File: config.mk
export PLATFORM = sky130hd
export DESIGN_NAME = case_insensitive_text_match
export DESIGN_NICKNAME = d
export VERILOG_FILES = /design/src/sv/ctm_pkg.sv /design/src/sv/ctm_query_store.sv /design/src/sv/ctm_match_core.sv /design/src/sv/case_insensitive_text_match.sv
export SDC_FILE = /design/constraint.sdc
export NUM_CORES = 1
export LEC_CHECK = 0
export BUFFER_PORTS_ARGS = -buffer_cell sky130_fd_sc_hd__buf_2
export CELL_PAD_IN_SITES_DETAIL_PLACEMENT = 1
export CELL_PAD_IN_SITES_GLOBAL_PLACEMENT = 1
export CORE_ASPECT_RATIO = 1.5
export CORE_MARGIN = 8
export CORE_UTILIZATION = 39
export DETAILED_ROUTE_END_ITERATION = 16
export GPL_TIMING_DRIVEN = 0
export PLACE_DENSITY = 0.74
export SYNTH_ARGS = -nofsm -noshare
export SYNTH_HDL_FRONTEND = slang
export SYNTH_SLANG_ARGS = --single-unit
File: constraint.sdc
create_clock -name clock -period 6.85 [get_ports clock]
set_input_delay 0.685 -clock clock [delete_from_list [all_inputs] [get_ports clock]]
set_output_delay 0.685 -clock clock [all_outputs]
set_load 0.03 [all_outputs]
File: src/sv/ctm_pkg.sv
// Shared constants, types and character helpers for the case-insensitive text matcher.
package ctm_pkg;

   localparam int MAX_QUERY_DEFAULT = 32;

   localparam int CHAR_W      = 8;
   localparam int INDEX_W     = 5;
   localparam int MODE_W      = 2;
   localparam int LENGTH_W    = 6;
   localparam int CSR_INDEX_W = 1;
   localparam int CSR_DATA_W  = 6;

   localparam logic [MODE_W-1:0] MODE_QUERY = 2'd0;
   localparam logic [MODE_W-1:0] MODE_TEXT  = 2'd1;
   localparam logic [MODE_W-1:0] MODE_END   = 2'd2;

   localparam logic [CSR_INDEX_W-1:0] CSR_FUZZY_MODE   = 1'b0;
   localparam logic [CSR_INDEX_W-1:0] CSR_QUERY_LENGTH = 1'b1;

   localparam logic [CHAR_W-1:0] CHAR_UPPER_A   = 8'h41;
   localparam logic [CHAR_W-1:0] CHAR_UPPER_Z   = 8'h5A;
   localparam logic [CHAR_W-1:0] CHAR_CASE_BIT  = 8'h20;
   localparam logic [CHAR_W-1:0] CHAR_SPACE     = 8'h20;
   localparam logic [CHAR_W-1:0] CHAR_TAB       = 8'h09;
   localparam logic [CHAR_W-1:0] CHAR_RETURN    = 8'h0D;
   localparam logic [CHAR_W-1:0] CHAR_UNDERSCORE = 8'h5F;

   typedef struct packed {
      logic text;
      logic finish;
   } step_type;

   function automatic logic [CHAR_W-1:0] fold_char(input logic [CHAR_W-1:0] c);
      logic [CHAR_W-1:0] folded;
      folded = c;
      if (c >= CHAR_UPPER_A && c <= CHAR_UPPER_Z) begin
         folded = c | CHAR_CASE_BIT;
      end
      return folded;
   endfunction

   function automatic logic is_sep(input logic [CHAR_W-1:0] c);
      return (c == CHAR_SPACE) || (c == CHAR_UNDERSCORE) ||
             (c >= CHAR_TAB && c <= CHAR_RETURN);
   endfunction

endpackage

File: src/sv/ctm_query_store.sv
// Query byte lanes: stores folded query bytes and compares each against the text byte.
module ctm_query_store #(
   parameter int MAX_QUERY = ctm_pkg::MAX_QUERY_DEFAULT
) (
   input  logic                         clock,
   input  logic                         write_en,
   input  logic [ctm_pkg::INDEX_W-1:0]  write_index,
   input  logic [ctm_pkg::CHAR_W-1:0]   write_char,
   input  logic [ctm_pkg::CHAR_W-1:0]   text_char,
   output logic [MAX_QUERY-1:0]         hit_vec,
   output logic [MAX_QUERY-1:0]         nonsep_vec
);
   import ctm_pkg::*;

   logic [CHAR_W-1:0] query_ff [MAX_QUERY];
   logic [CHAR_W-1:0] query_in [MAX_QUERY];
   logic [MAX_QUERY-1:0] sep_ff;
   logic [MAX_QUERY-1:0] sep_in;
   logic [CHAR_W-1:0] text_folded;

   always_comb begin
      for (int i = 0; i < MAX_QUERY; i++) begin
         query_in[i] = query_ff[i];
         sep_in[i]   = sep_ff[i];
         if (write_en && (32'(write_index) == i)) begin
            query_in[i] = fold_char(write_char);
            sep_in[i]   = is_sep(write_char);
         end
      end
   end

   always_ff @(posedge clock) begin
      for (int i = 0; i < MAX_QUERY; i++) begin
         query_ff[i] <= query_in[i];
      end
      sep_ff <= sep_in;
   end

   assign text_folded = fold_char(text_char);

   always_comb begin
      for (int i = 0; i < MAX_QUERY; i++) begin
         hit_vec[i]    = (query_ff[i] == text_folded);
         nonsep_vec[i] = !sep_ff[i];
      end
   end

endmodule

File: src/sv/ctm_match_core.sv
// Match state: shift-and substring vector and in-order subsequence position.
module ctm_match_core #(
   parameter int MAX_QUERY = ctm_pkg::MAX_QUERY_DEFAULT
) (
   input  logic                          clock,
   input  logic                          reset,
   input  ctm_pkg::step_type             step,
   input  logic                          text_sep,
   input  logic                          fuzzy_mode,
   input  logic [ctm_pkg::LENGTH_W-1:0]  query_length,
   input  logic [MAX_QUERY-1:0]          hit_vec,
   input  logic [MAX_QUERY-1:0]          nonsep_vec,
   output logic                          matched
);
   import ctm_pkg::*;

   localparam int LEN_W = $clog2(MAX_QUERY + 1);

   logic [MAX_QUERY-1:0] pmv_ff, pmv_in;
   logic [LEN_W-1:0]     pos_ff, pos_in;
   logic                 found_ff, found_in;
   logic                 seen_ff, seen_in;

   logic [LEN_W-1:0]     len_eff;
   logic [MAX_QUERY-1:0] below_len, at_or_past_pos, last_mask;
   logic [MAX_QUERY:0]   pmv_shifted;
   logic [MAX_QUERY-1:0] pmv_step;
   logic [MAX_QUERY-1:0] cand, first_cand;
   logic                 any_cand, advance;
   logic [LEN_W-1:0]     first_idx, pos_text;

   assign len_eff = (32'(query_length) > MAX_QUERY) ? LEN_W'(MAX_QUERY)
                                                    : LEN_W'(query_length);

   always_comb begin
      for (int i = 0; i < MAX_QUERY; i++) begin
         below_len[i]      = (i < int'(len_eff));
         at_or_past_pos[i] = (i >= int'(pos_ff));
         last_mask[i]      = ((i + 1) == int'(len_eff));
      end
   end

   assign pmv_shifted = {pmv_ff, 1'b1};
   assign pmv_step    = hit_vec & pmv_shifted[MAX_QUERY-1:0];

   assign cand       = nonsep_vec & below_len & at_or_past_pos;
   assign first_cand = cand & (~cand + 1'b1);
   assign any_cand   = |cand;
   assign advance    = (|(first_cand & hit_vec)) && !text_sep;

   always_comb begin
      first_idx = '0;
      for (int i = 0; i < MAX_QUERY; i++) begin
         if (first_cand[i]) begin
            first_idx = first_idx | LEN_W'(i);
         end
      end
   end

   always_comb begin
      if (any_cand) begin
         pos_text = advance ? first_idx + 1'b1 : first_idx;
      end else begin
         pos_text = (pos_ff >= len_eff) ? pos_ff : len_eff;
      end
   end

   always_comb begin
      pmv_in   = pmv_ff;
      pos_in   = pos_ff;
      found_in = found_ff;
      seen_in  = seen_ff;
      priority if (step.finish) begin
         pmv_in   = '0;
         pos_in   = '0;
         found_in = 1'b0;
         seen_in  = 1'b0;
      end else if (step.text) begin
         pmv_in   = pmv_step;
         pos_in   = pos_text;
         found_in = found_ff || (|(pmv_step & last_mask));
         seen_in  = 1'b1;
      end
   end

   always_ff @(posedge clock) begin
      if (reset) begin
         pmv_ff   <= '0;
         pos_ff   <= '0;
         found_ff <= 1'b0;
         seen_ff  <= 1'b0;
      end else begin
         pmv_ff   <= pmv_in;
         pos_ff   <= pos_in;
         found_ff <= found_in;
         seen_ff  <= seen_in;
      end
   end

   always_comb begin
      if (len_eff == '0) begin
         matched = 1'b1;
      end else if (fuzzy_mode) begin
         matched = seen_ff && !any_cand;
      end else begin
         matched = found_ff;
      end
   end

   a_pos_bounded: assert property (@(posedge clock) disable iff (reset)
      32'(pos_ff) <= MAX_QUERY)
      else $error("fuzzy position beyond query store");

   a_found_needs_text: assert property (@(posedge clock) disable iff (reset)
      found_ff |-> seen_ff)
      else $error("substring hit recorded without any text beat");

   a_finish_clears: assert property (@(posedge clock) disable iff (reset)
      step.finish |=> (pmv_ff == '0) && (pos_ff == '0) && !found_ff && !seen_ff)
      else $error("match state not cleared after end of text");

endmodule

File: src/sv/case_insensitive_text_match.sv
// Top level of the case-insensitive text matcher.
//
// The request channel carries three kinds of beat: a query byte written at
// req_query_index, a text byte, and an end-of-text marker. Only the end-of-text
// beat produces a response beat; rsp_matched tells whether the text streamed
// since the previous end-of-text matched the stored query, ignoring ASCII case.
// The csr port sets fuzzy_mode (index 0) and query_length (index 1); write it
// only while no beat is in flight.
// A request beat is captured in an input register; a text or query beat is
// processed in the next cycle; end-of-text beats load the response register.
// The block accepts one beat per cycle while req_stall is low. Every query lane
// compares against the text byte in parallel, so the throughput does not depend
// on query length. When the response register holds a beat that rsp_stall keeps
// waiting, text and query beats still flow; only a further end-of-text beat
// waits in the input register, and req_stall rises once that register is full.
// Synchronous reset clears the match state, the csr registers and both valids;
// query bytes are undefined until written.
module case_insensitive_text_match #(
   parameter int MAX_QUERY = ctm_pkg::MAX_QUERY_DEFAULT
) (
   input  logic                            clock,
   input  logic                            reset,
   input  logic                            req_valid,
   output logic                            req_stall,
   input  logic [ctm_pkg::MODE_W-1:0]      req_mode,
   input  logic [ctm_pkg::CHAR_W-1:0]      req_character,
   input  logic [ctm_pkg::INDEX_W-1:0]     req_query_index,
   output logic                            rsp_valid,
   input  logic                            rsp_stall,
   output logic                            rsp_matched,
   input  logic                            csr_write_en,
   input  logic [ctm_pkg::CSR_INDEX_W-1:0] csr_index,
   input  logic [ctm_pkg::CSR_DATA_W-1:0]  csr_data
);
   import ctm_pkg::*;

   logic                s1_valid_ff, s1_valid_in;
   logic [MODE_W-1:0]   s1_mode_ff;
   logic [CHAR_W-1:0]   s1_char_ff;
   logic [INDEX_W-1:0]  s1_index_ff;
   logic                rsp_valid_ff, rsp_valid_in;
   logic                rsp_matched_ff;
   logic                fuzzy_ff, fuzzy_in;
   logic [LENGTH_W-1:0] qlen_ff, qlen_in;

   logic     s1_is_end, s1_go, req_accept, query_write, core_matched;
   step_type step;

   assign s1_is_end  = (s1_mode_ff == MODE_END);
   assign s1_go      = s1_valid_ff && (!s1_is_end || !rsp_valid_ff || !rsp_stall);
   assign req_stall  = s1_valid_ff && !s1_go;
   assign req_accept = req_valid && !req_stall;

   assign step.text   = s1_go && (s1_mode_ff == MODE_TEXT);
   assign step.finish = s1_go && s1_is_end;
   assign query_write = s1_go && (s1_mode_ff == MODE_QUERY);

   always_comb begin
      s1_valid_in = s1_valid_ff;
      if (req_accept) begin
         s1_valid_in = 1'b1;
      end else if (s1_go) begin
         s1_valid_in = 1'b0;
      end
   end

   always_comb begin
      rsp_valid_in = rsp_valid_ff;
      if (step.finish) begin
         rsp_valid_in = 1'b1;
      end else if (rsp_valid_ff && !rsp_stall) begin
         rsp_valid_in = 1'b0;
      end
   end

   always_comb begin
      fuzzy_in = fuzzy_ff;
      qlen_in  = qlen_ff;
      if (csr_write_en) begin
         unique case (csr_index)
            CSR_FUZZY_MODE: begin
               fuzzy_in = csr_data[0];
            end
            CSR_QUERY_LENGTH: begin
               qlen_in = csr_data[LENGTH_W-1:0];
            end
         endcase
      end
   end

   always_ff @(posedge clock) begin
      if (reset) begin
         s1_valid_ff  <= 1'b0;
         rsp_valid_ff <= 1'b0;
         fuzzy_ff     <= 1'b0;
         qlen_ff      <= '0;
      end else begin
         s1_valid_ff  <= s1_valid_in;
         rsp_valid_ff <= rsp_valid_in;
         fuzzy_ff     <= fuzzy_in;
         qlen_ff      <= qlen_in;
      end
   end

   always_ff @(posedge clock) begin
      if (req_accept) begin
         s1_mode_ff  <= req_mode;
         s1_char_ff  <= req_character;
         s1_index_ff <= req_query_index;
      end
      if (step.finish) begin
         rsp_matched_ff <= core_matched;
      end
   end

   logic [MAX_QUERY-1:0] hit_vec, nonsep_vec;

   ctm_query_store #(
      .MAX_QUERY (MAX_QUERY)
   ) u_store (
      .clock       (clock),
      .write_en    (query_write),
      .write_index (s1_index_ff),
      .write_char  (s1_char_ff),
      .text_char   (s1_char_ff),
      .hit_vec     (hit_vec),
      .nonsep_vec  (nonsep_vec)
   );

   ctm_match_core #(
      .MAX_QUERY (MAX_QUERY)
   ) u_core (
      .clock        (clock),
      .reset        (reset),
      .step         (step),
      .text_sep     (is_sep(s1_char_ff)),
      .fuzzy_mode   (fuzzy_ff),
      .query_length (qlen_ff),
      .hit_vec      (hit_vec),
      .nonsep_vec   (nonsep_vec),
      .matched      (core_matched)
   );

   assign rsp_valid   = rsp_valid_ff;
   assign rsp_matched = rsp_matched_ff;

   a_stall_only_on_end: assert property (@(posedge clock) disable iff (reset)
      req_stall |-> s1_valid_ff && s1_is_end && rsp_valid_ff)
      else $error("input stalled without a waiting end-of-text beat");

   a_rsp_from_finish: assert property (@(posedge clock) disable iff (reset)
      $rose(rsp_valid_ff) |-> $past(step.finish))
      else $error("response raised without an end-of-text beat");

   a_rsp_drains: assert property (@(posedge clock) disable iff (reset)
      rsp_valid_ff && !rsp_stall && !step.finish |=> !rsp_valid_ff)
      else $error("taken response beat not retired");

endmodule
Yosys cells after proc, flatten, opt, wreduce, memory -nomap -nowiden. Memories as Yosys holds them, arrays and structs flattened. Index checks and enable logic that the tools add are counted. W data, S select, Z words.

Bits in registers: 96. Bits in latches: 0. Bits in writable memories: 256. Memory bits (read-only): 0. Output and inout bits: 3. Memories: 1.

Memories: u_store.query_ff (depth 32, bits a word 8, read ports 32, clocked after Yosys merged registers in 0, wr ports 32, RTL line ctm_query_store.sv:15) `logic [CHAR_W-1:0] query_ff [MAX_QUERY];`.

Add/subtract/negate cells: 2. Multiply operators: 0. Divide/modulo/power cells: 0. Order comparisons: 70. Equality and inequality tests: 102. Shift-type cells: 0. Muxes and demuxes: 120. Bitwise operators: 7. Reductions and logical operators: 100.

Operator list (count): $mux W8 (64); $eq A8 B8 Y1 (32); $and A32 B32 Y32 (6); $eq A6 B6 Y1 const A (17); $ge A5 B6 Y1 const A (16); $lt A5 B6 Y1 const A (16); $reduce_or A32 Y1 (3); $eq A5 B5 Y1 const B (16); $mux W5 (16); $mux W31 (2); $mux W6 (9); $eq A5 B6 Y1 const A (8); $ge A4 B6 Y1 const A (8); $lt A4 B6 Y1 const A (8); $logic_and A1 B1 Y1 (43); $eq A5 B4 Y1 const B (8); $logic_not A1 Y1 (39); $add A32 B1 Y32 const B (1); $mux W4 (8); $not A32 Y32 (1); $eq A4 B6 Y1 const A (4); $ge A3 B6 Y1 const A (4); $lt A3 B6 Y1 const A (4); $eq A5 B3 Y1 const B (4); other kinds (32) (64).

Depth between registers and ports, before layout.
Word-level depth: 44. Depth in mapped cells: 15.

Modules after synthesis. A second synthesis with hierarchy kept.

Cell total of the unflattened synthesis: 1459. Area total of the unflattened synthesis: 17386.7 um^2.

Modules (own cells, without submodules): ctm_query_store (times used 1, cells an instance 820, area each 12490.7 um^2, seq. area each 8648.3 um^2); ctm_match_core (times used 1, cells an instance 572, area each 3958.8 um^2, seq. area each 780.7 um^2); case_insensitive_text_match (times used 1, cells an instance 67, area each 937.1 um^2, seq. area each 660.6 um^2).

Worst setup path after synthesis. No wires, ideal clock.

Path type: register -> register. Start: register s1_char_ff[6]. End: register u_core.pos_ff[1]. Setup time: 0.119 ns. Data arrival time: 4.091 ns. Data required time: 6.731 ns. Setup slack: 2.641 ns. Stages on the path, launching flop included: 13. Clock period less this slack: 4.209 ns. Cells stage by stage: edfxtp_1 > buf_2 > nor2b_1 > o22ai_1 > buf_2 > nor2_1 > xnor2_1 > and3b_1 > o31ai_1 > o211ai_1 > o31ai_2 > mux2_4 > o221a_1.

Longest elaborated chain between the ends: 11.

RTL lines: start: declaration (RTL line case_insensitive_text_match.sv:39) `logic [CHAR_W-1:0] s1_char_ff;`; start signal: assignment (RTL line case_insensitive_text_match.sv:108) `s1_char_ff <= req_character;`; $ge A8 B7 Y1 or $le A8 B7 Y1 (tied branches) (RTL line ctm_pkg.sv:36) `if (c >= CHAR_UPPER_A && c <= CHAR_UPPER_Z) begin`; $logic_and A1 B1 Y1 * (RTL line ctm_pkg.sv:36); $mux W6 * (RTL line ctm_pkg.sv:36); net u_store.text_folded[5] (RTL line ctm_query_store.sv:19) `logic [CHAR_W-1:0] text_folded;`; $eq A8 B8 Y1 (RTL line ctm_query_store.sv:43) `hit_vec[i] = (query_ff[i] == text_folded);`; $and A32 B32 Y32 * (RTL line ctm_match_core.sv:49) `assign advance = (|(first_cand & hit_vec)) && !text_sep;`; $reduce_or A32 Y1 * (RTL line ctm_match_core.sv:49); $logic_and A1 B1 Y1 * (RTL line ctm_match_core.sv:49); $mux W6 * (RTL line ctm_match_core.sv:62) `pos_text = advance ? first_idx + 1'b1 : first_idx;`; $mux W6 * (RTL line ctm_match_core.sv:61) `if (any_cand) begin`; $mux W6 * (RTL line ctm_match_core.sv:78) `end else if (step.text) begin`; $mux W6 * (RTL line ctm_match_core.sv:73) `priority if (step.finish) begin`; end signal: assignment (RTL line ctm_match_core.sv:94) `pos_ff <= pos_in;`; end: declaration (RTL line ctm_match_core.sv:20) `logic [LEN_W-1:0] pos_ff, pos_in;`.

The timed path passes the listed nets; every way through them passes the cells marked *. The select of a mux whose other input is x is not followed. A chain may end at the register's enable or synchronous reset.

Final worst setup path.
Start: register s1_char_ff[4]. End: register u_core.pos_ff[1].

Longest elaborated chain between the ends: 11.

RTL lines (RTL line): $ge A8 B7 Y1 or $le A8 B7 Y1 (tied branches) (ctm_pkg.sv:36); $logic_and A1 B1 Y1 (ctm_pkg.sv:36); $mux W6 (ctm_pkg.sv:36); $eq A8 B8 Y1 (ctm_query_store.sv:43); $and A32 B32 Y32 (ctm_match_core.sv:49); $reduce_or A32 Y1 (ctm_match_core.sv:49); $logic_and A1 B1 Y1 * (ctm_match_core.sv:49); $mux W6 * (ctm_match_core.sv:62); $mux W6 * (ctm_match_core.sv:61); $mux W6 * (ctm_match_core.sv:78); $mux W6 * (ctm_match_core.sv:73).

Mark *: on every way between the ends. The rest lies on a longest branch, timed or not. The select of a mux whose other input is x is not followed.

==> metrics.md <==
| Metric | Value |
|---|---|
| CP required | 7.29 ns |
| Status | finished, violations left |
| Sequential power share | 0.507 |
| Ant. Diodes | 0 |
| Worst slew pin tran | 1.54 ns |
| Die height | 272 um |
| Number of global-route vias before repair | 13,113 |
| Clock Skews | 0.0262 ns |
| Post-layout nets | 1,522 |
| Power share of the clock group | 0.407 |
| Clk pin slew, worst setup/hold paths | 0.07 ns |
| Area Growth Syn to Fin | 13.7% |
| Drc violations | 0 |
| Cell Rows | 94 |
| Wire length per cell | 30.4 um |
| Slowest cell delay on critical path | 1.31 ns |
| Fin crit share | 0.893 |
| CP endpoint kind | flip-flop |
| Fraction of layout instances using a drive strength above 1 | 0.119 |
| Psw | 1.17 mW |
| Worst IR Drop VDD | 0.000165 V |
| RSZ-0062 raised after global routing | no |
| Synth Register Bits | 352 |
| Setup Crit Path Kind | reg -> reg |
| Failing checks | max-capacitance violations, max-slew violations |
| Gp weighted congestion | 0.981 |
| Fin. Hold Viols | 0 |
| Finish-stage setup viols | 0 |
| Final antenna-violating net count | 0 |
| Syn_area_per_cell | 12.1 um2 |
| Drt first pass iters | 5 |
| Clock Latency Late Sink | 0.55 ns |
| CTS tree | done |
| Largest net degree at the start of global routing | 36 |
| Place WS | 0.882 ns |
| Max_cap viols | 2 |
| Gr usage total | 0.244 |
| WP data arrival | 6.56 ns |
| Power Dens Cells | 242 nW/um2 |
| Logic pwr share | 0.086 |
| IO Pins | 30 |
| Internal power | 3.52 mW |
| Crit-path leading delay family | simple AND/OR/NAND/NOR gates |
| CP max-delay cell | edfxtp_1 |
| Worst rel slew slack | -0.0401 |
| Initial Util | 0.392 |
| Clock Path Buffers | 3 |
| Register area share after synthesis | 0.591 |
| Switching power share of the total | 0.249 |
| Pleak | 6.11 nW |
| Cts hold-fix bufs | 0 |
| IO Port Bufs | 27 |
| Final worst path period need | 6.12 ns |
| Synth async-reset ratio | 0 |
| Design area | 19,400 um2 |
| Layout fillers | 4,571 |
| Type of the worst min-delay path | in -> reg |
| DR vias | 12,549 |
| Yosys warns | 0 |
| Synth cell types | 85 |
| Core area | 43,500 um2 |
| Mapped Nets | 1,441 |
| First-pass GRT wire length | 91,000 um |
| Cells after synthesis | 1,408 |
| Clock buffer count from CTS | 36 |
| Most frequent cells in the layout | 304 x edfxtp_1, 156 x xnor2_1, 77 x o21ai_0 |
| Mapped Area | 17,100 um2 |
| Root buffer cell | clkbuf_16 |
| Fin. max-slew vios | 7 |
| Fin util | 0.446 |
| Initial antenna violation count | 0 |
| Fmax | 163 MHz |
| WL final | 63,500 um |
| Post-synth EDFFs | 304 |
| Cell Area, Placed | 18,200 um2 |
| CP startpoint kind | flip-flop |
| CP most frequent cell | buf_2 |
| Initial DRC Count | 1,065 |
| Die Wd | 187 um |
| Htree depth | 2 |
| CTS resizes | 0 |
| Post-DP HPWL | 47,100 um |
| Critical path buffers and inverters | 3 |
| DIE AREA | 50,900 um2 |
| Crit Path Max Fanout | 33 |
| CP Cell Sequence | buf_2, nand3b_1, o22ai_1, buf_2, clkbuf_1, nor3_1, nor4b_1, a32o_1, nand3_1, o211ai_1, o31ai_2, mux2_4, o221a_1 |
| Worst setup margin | 0.731 ns |
| Ys flop type | edfxtp_1 |
| Most common cell after layout, fill and taps aside | edfxtp_1 |
| Post-CTS Setup Bufs | 0 |
| Clk sinks | 352 |
| Gr ovfl total | 0 |
| Vias per inst | 6.00 |
-- power groups by stage --
stage / Combinational [mW] / Sequential (mW) / Clock (mW)
2_1_floorplan: 0.236 / 2.41 / 0
3_3_place_gp: 0.357 / 2.44 / 0
3_5_place_dp: 0.390 / 2.43 / 0
4_1_cts: 0.392 / 2.38 / 1.93
5_1_grt: 0.427 / 2.38 / 2.00
6_report: 0.405 / 2.38 / 1.91
-- worst register-to-register path, stage by stage, from the launching register on --
cell and delay [ns]:
edfxtp_1 1.31, buf_2 0.48, nand3b_1 0.20, o22ai_1 0.35, buf_2 0.36, clkbuf_1 0.59
nor3_1 0.12, nor4b_1 1.25, a32o_1 0.32, nand3_1 0.15, o211ai_1 0.20, o31ai_2 0.16
mux2_4 0.33, o221a_1 0.22
-- worst paths after layout --
path	start	slack, ns	depth (start not counted)	endpoint
setup / recovery	s1_char_ff[4]	0.73	13	u_core.pos_ff[1]
hold / removal	req_query_index[4]	0.31	1	s1_index_ff[4]
setup reg to reg	s1_char_ff[4]	0.73	13	u_core.pos_ff[1]
hold reg to reg	u_core.pmv_ff[9]	0.50	2	u_core.pmv_ff[10]
-- flip-flops by register name, summed over array words and instances, names as in the netlist --
name / flops
u_store.query_ff: 256
u_store.sep_ff: 32
u_core.pmv_ff: 31
s1_char_ff: 8
qlen_ff: 6
u_core.pos_ff: 6
s1_index_ff: 5
s1_mode_ff: 2
fuzzy_ff: 1
rsp_matched: 1
rsp_valid: 1
s1_valid_ff: 1
u_core.found_ff: 1
u_core.seen_ff: 1
-- cell type report --
cell class	count	area, um2	area share
buffer	83	375	0.0193
timing repair buffer	43	389	0.0200
sequential	352	10100	0.520
clock inverter	24	166	0.00857
clock buffer	40	958	0.0494
multi-input combinational	960	6670	0.344
tap	576	721	0.0371
inverter	13	48.8	0.00251
-- kinds of logic (layout without fill, tap and decap cells) --
family                   after synthesis  after routing  share of synthesized area
buffers and inverters                 96            203                     0.0248
AND/OR/NAND/NOR                      458            458                      0.154
adder cells (fa/ha/maj)                6              6                    0.00440
AO/OA/AOI/OAI                        258            258                      0.103
multiplexers                           9              9                    0.00637
XOR/XNOR                             229            229                      0.117
flip-flops                           352            352                      0.591
-- layer usage --
metal / track usage / vias up / part of all wire
met3: 0.0338 / 199 / 0.046
met5: 0 / - / 0
met1: 0.255 / 6360 / 0.36
li1: - / 5524 / -
met2: 0.438 / 466 / 0.50
met4: 0.193 / 0 / 0.092
-- synthesized netlist by cell type, types with 19 or more instances --
master	count	area, um2
nand3_1	47	235
o21ai_0	77	385
buf_2	36	180
edfxtp_1	304	9130
xor2_1	73	639
nor3_1	38	190
or3_1	19	119
nand4_1	64	400
clkbuf_1	41	154
nand2_1	53	199
nor4_1	33	206
nor2_1	75	282
xnor2_1	156	1370
a21oi_1	62	310
dfxtp_1	48	961
-- stage by stage --
stage,instances,power [mW],hold slack [ns],setup TNS [ns]
after floorplan,1408,2.65,0.440,0
after global placement,2011,2.79,0.469,-0.818
after detailed placement,2024,2.82,0.479,0
after CTS,2088,4.71,0.301,0
after global routing,2091,4.81,0.302,0
final,2091,4.69,0.308,0
(Power assumes the default switching activity.)
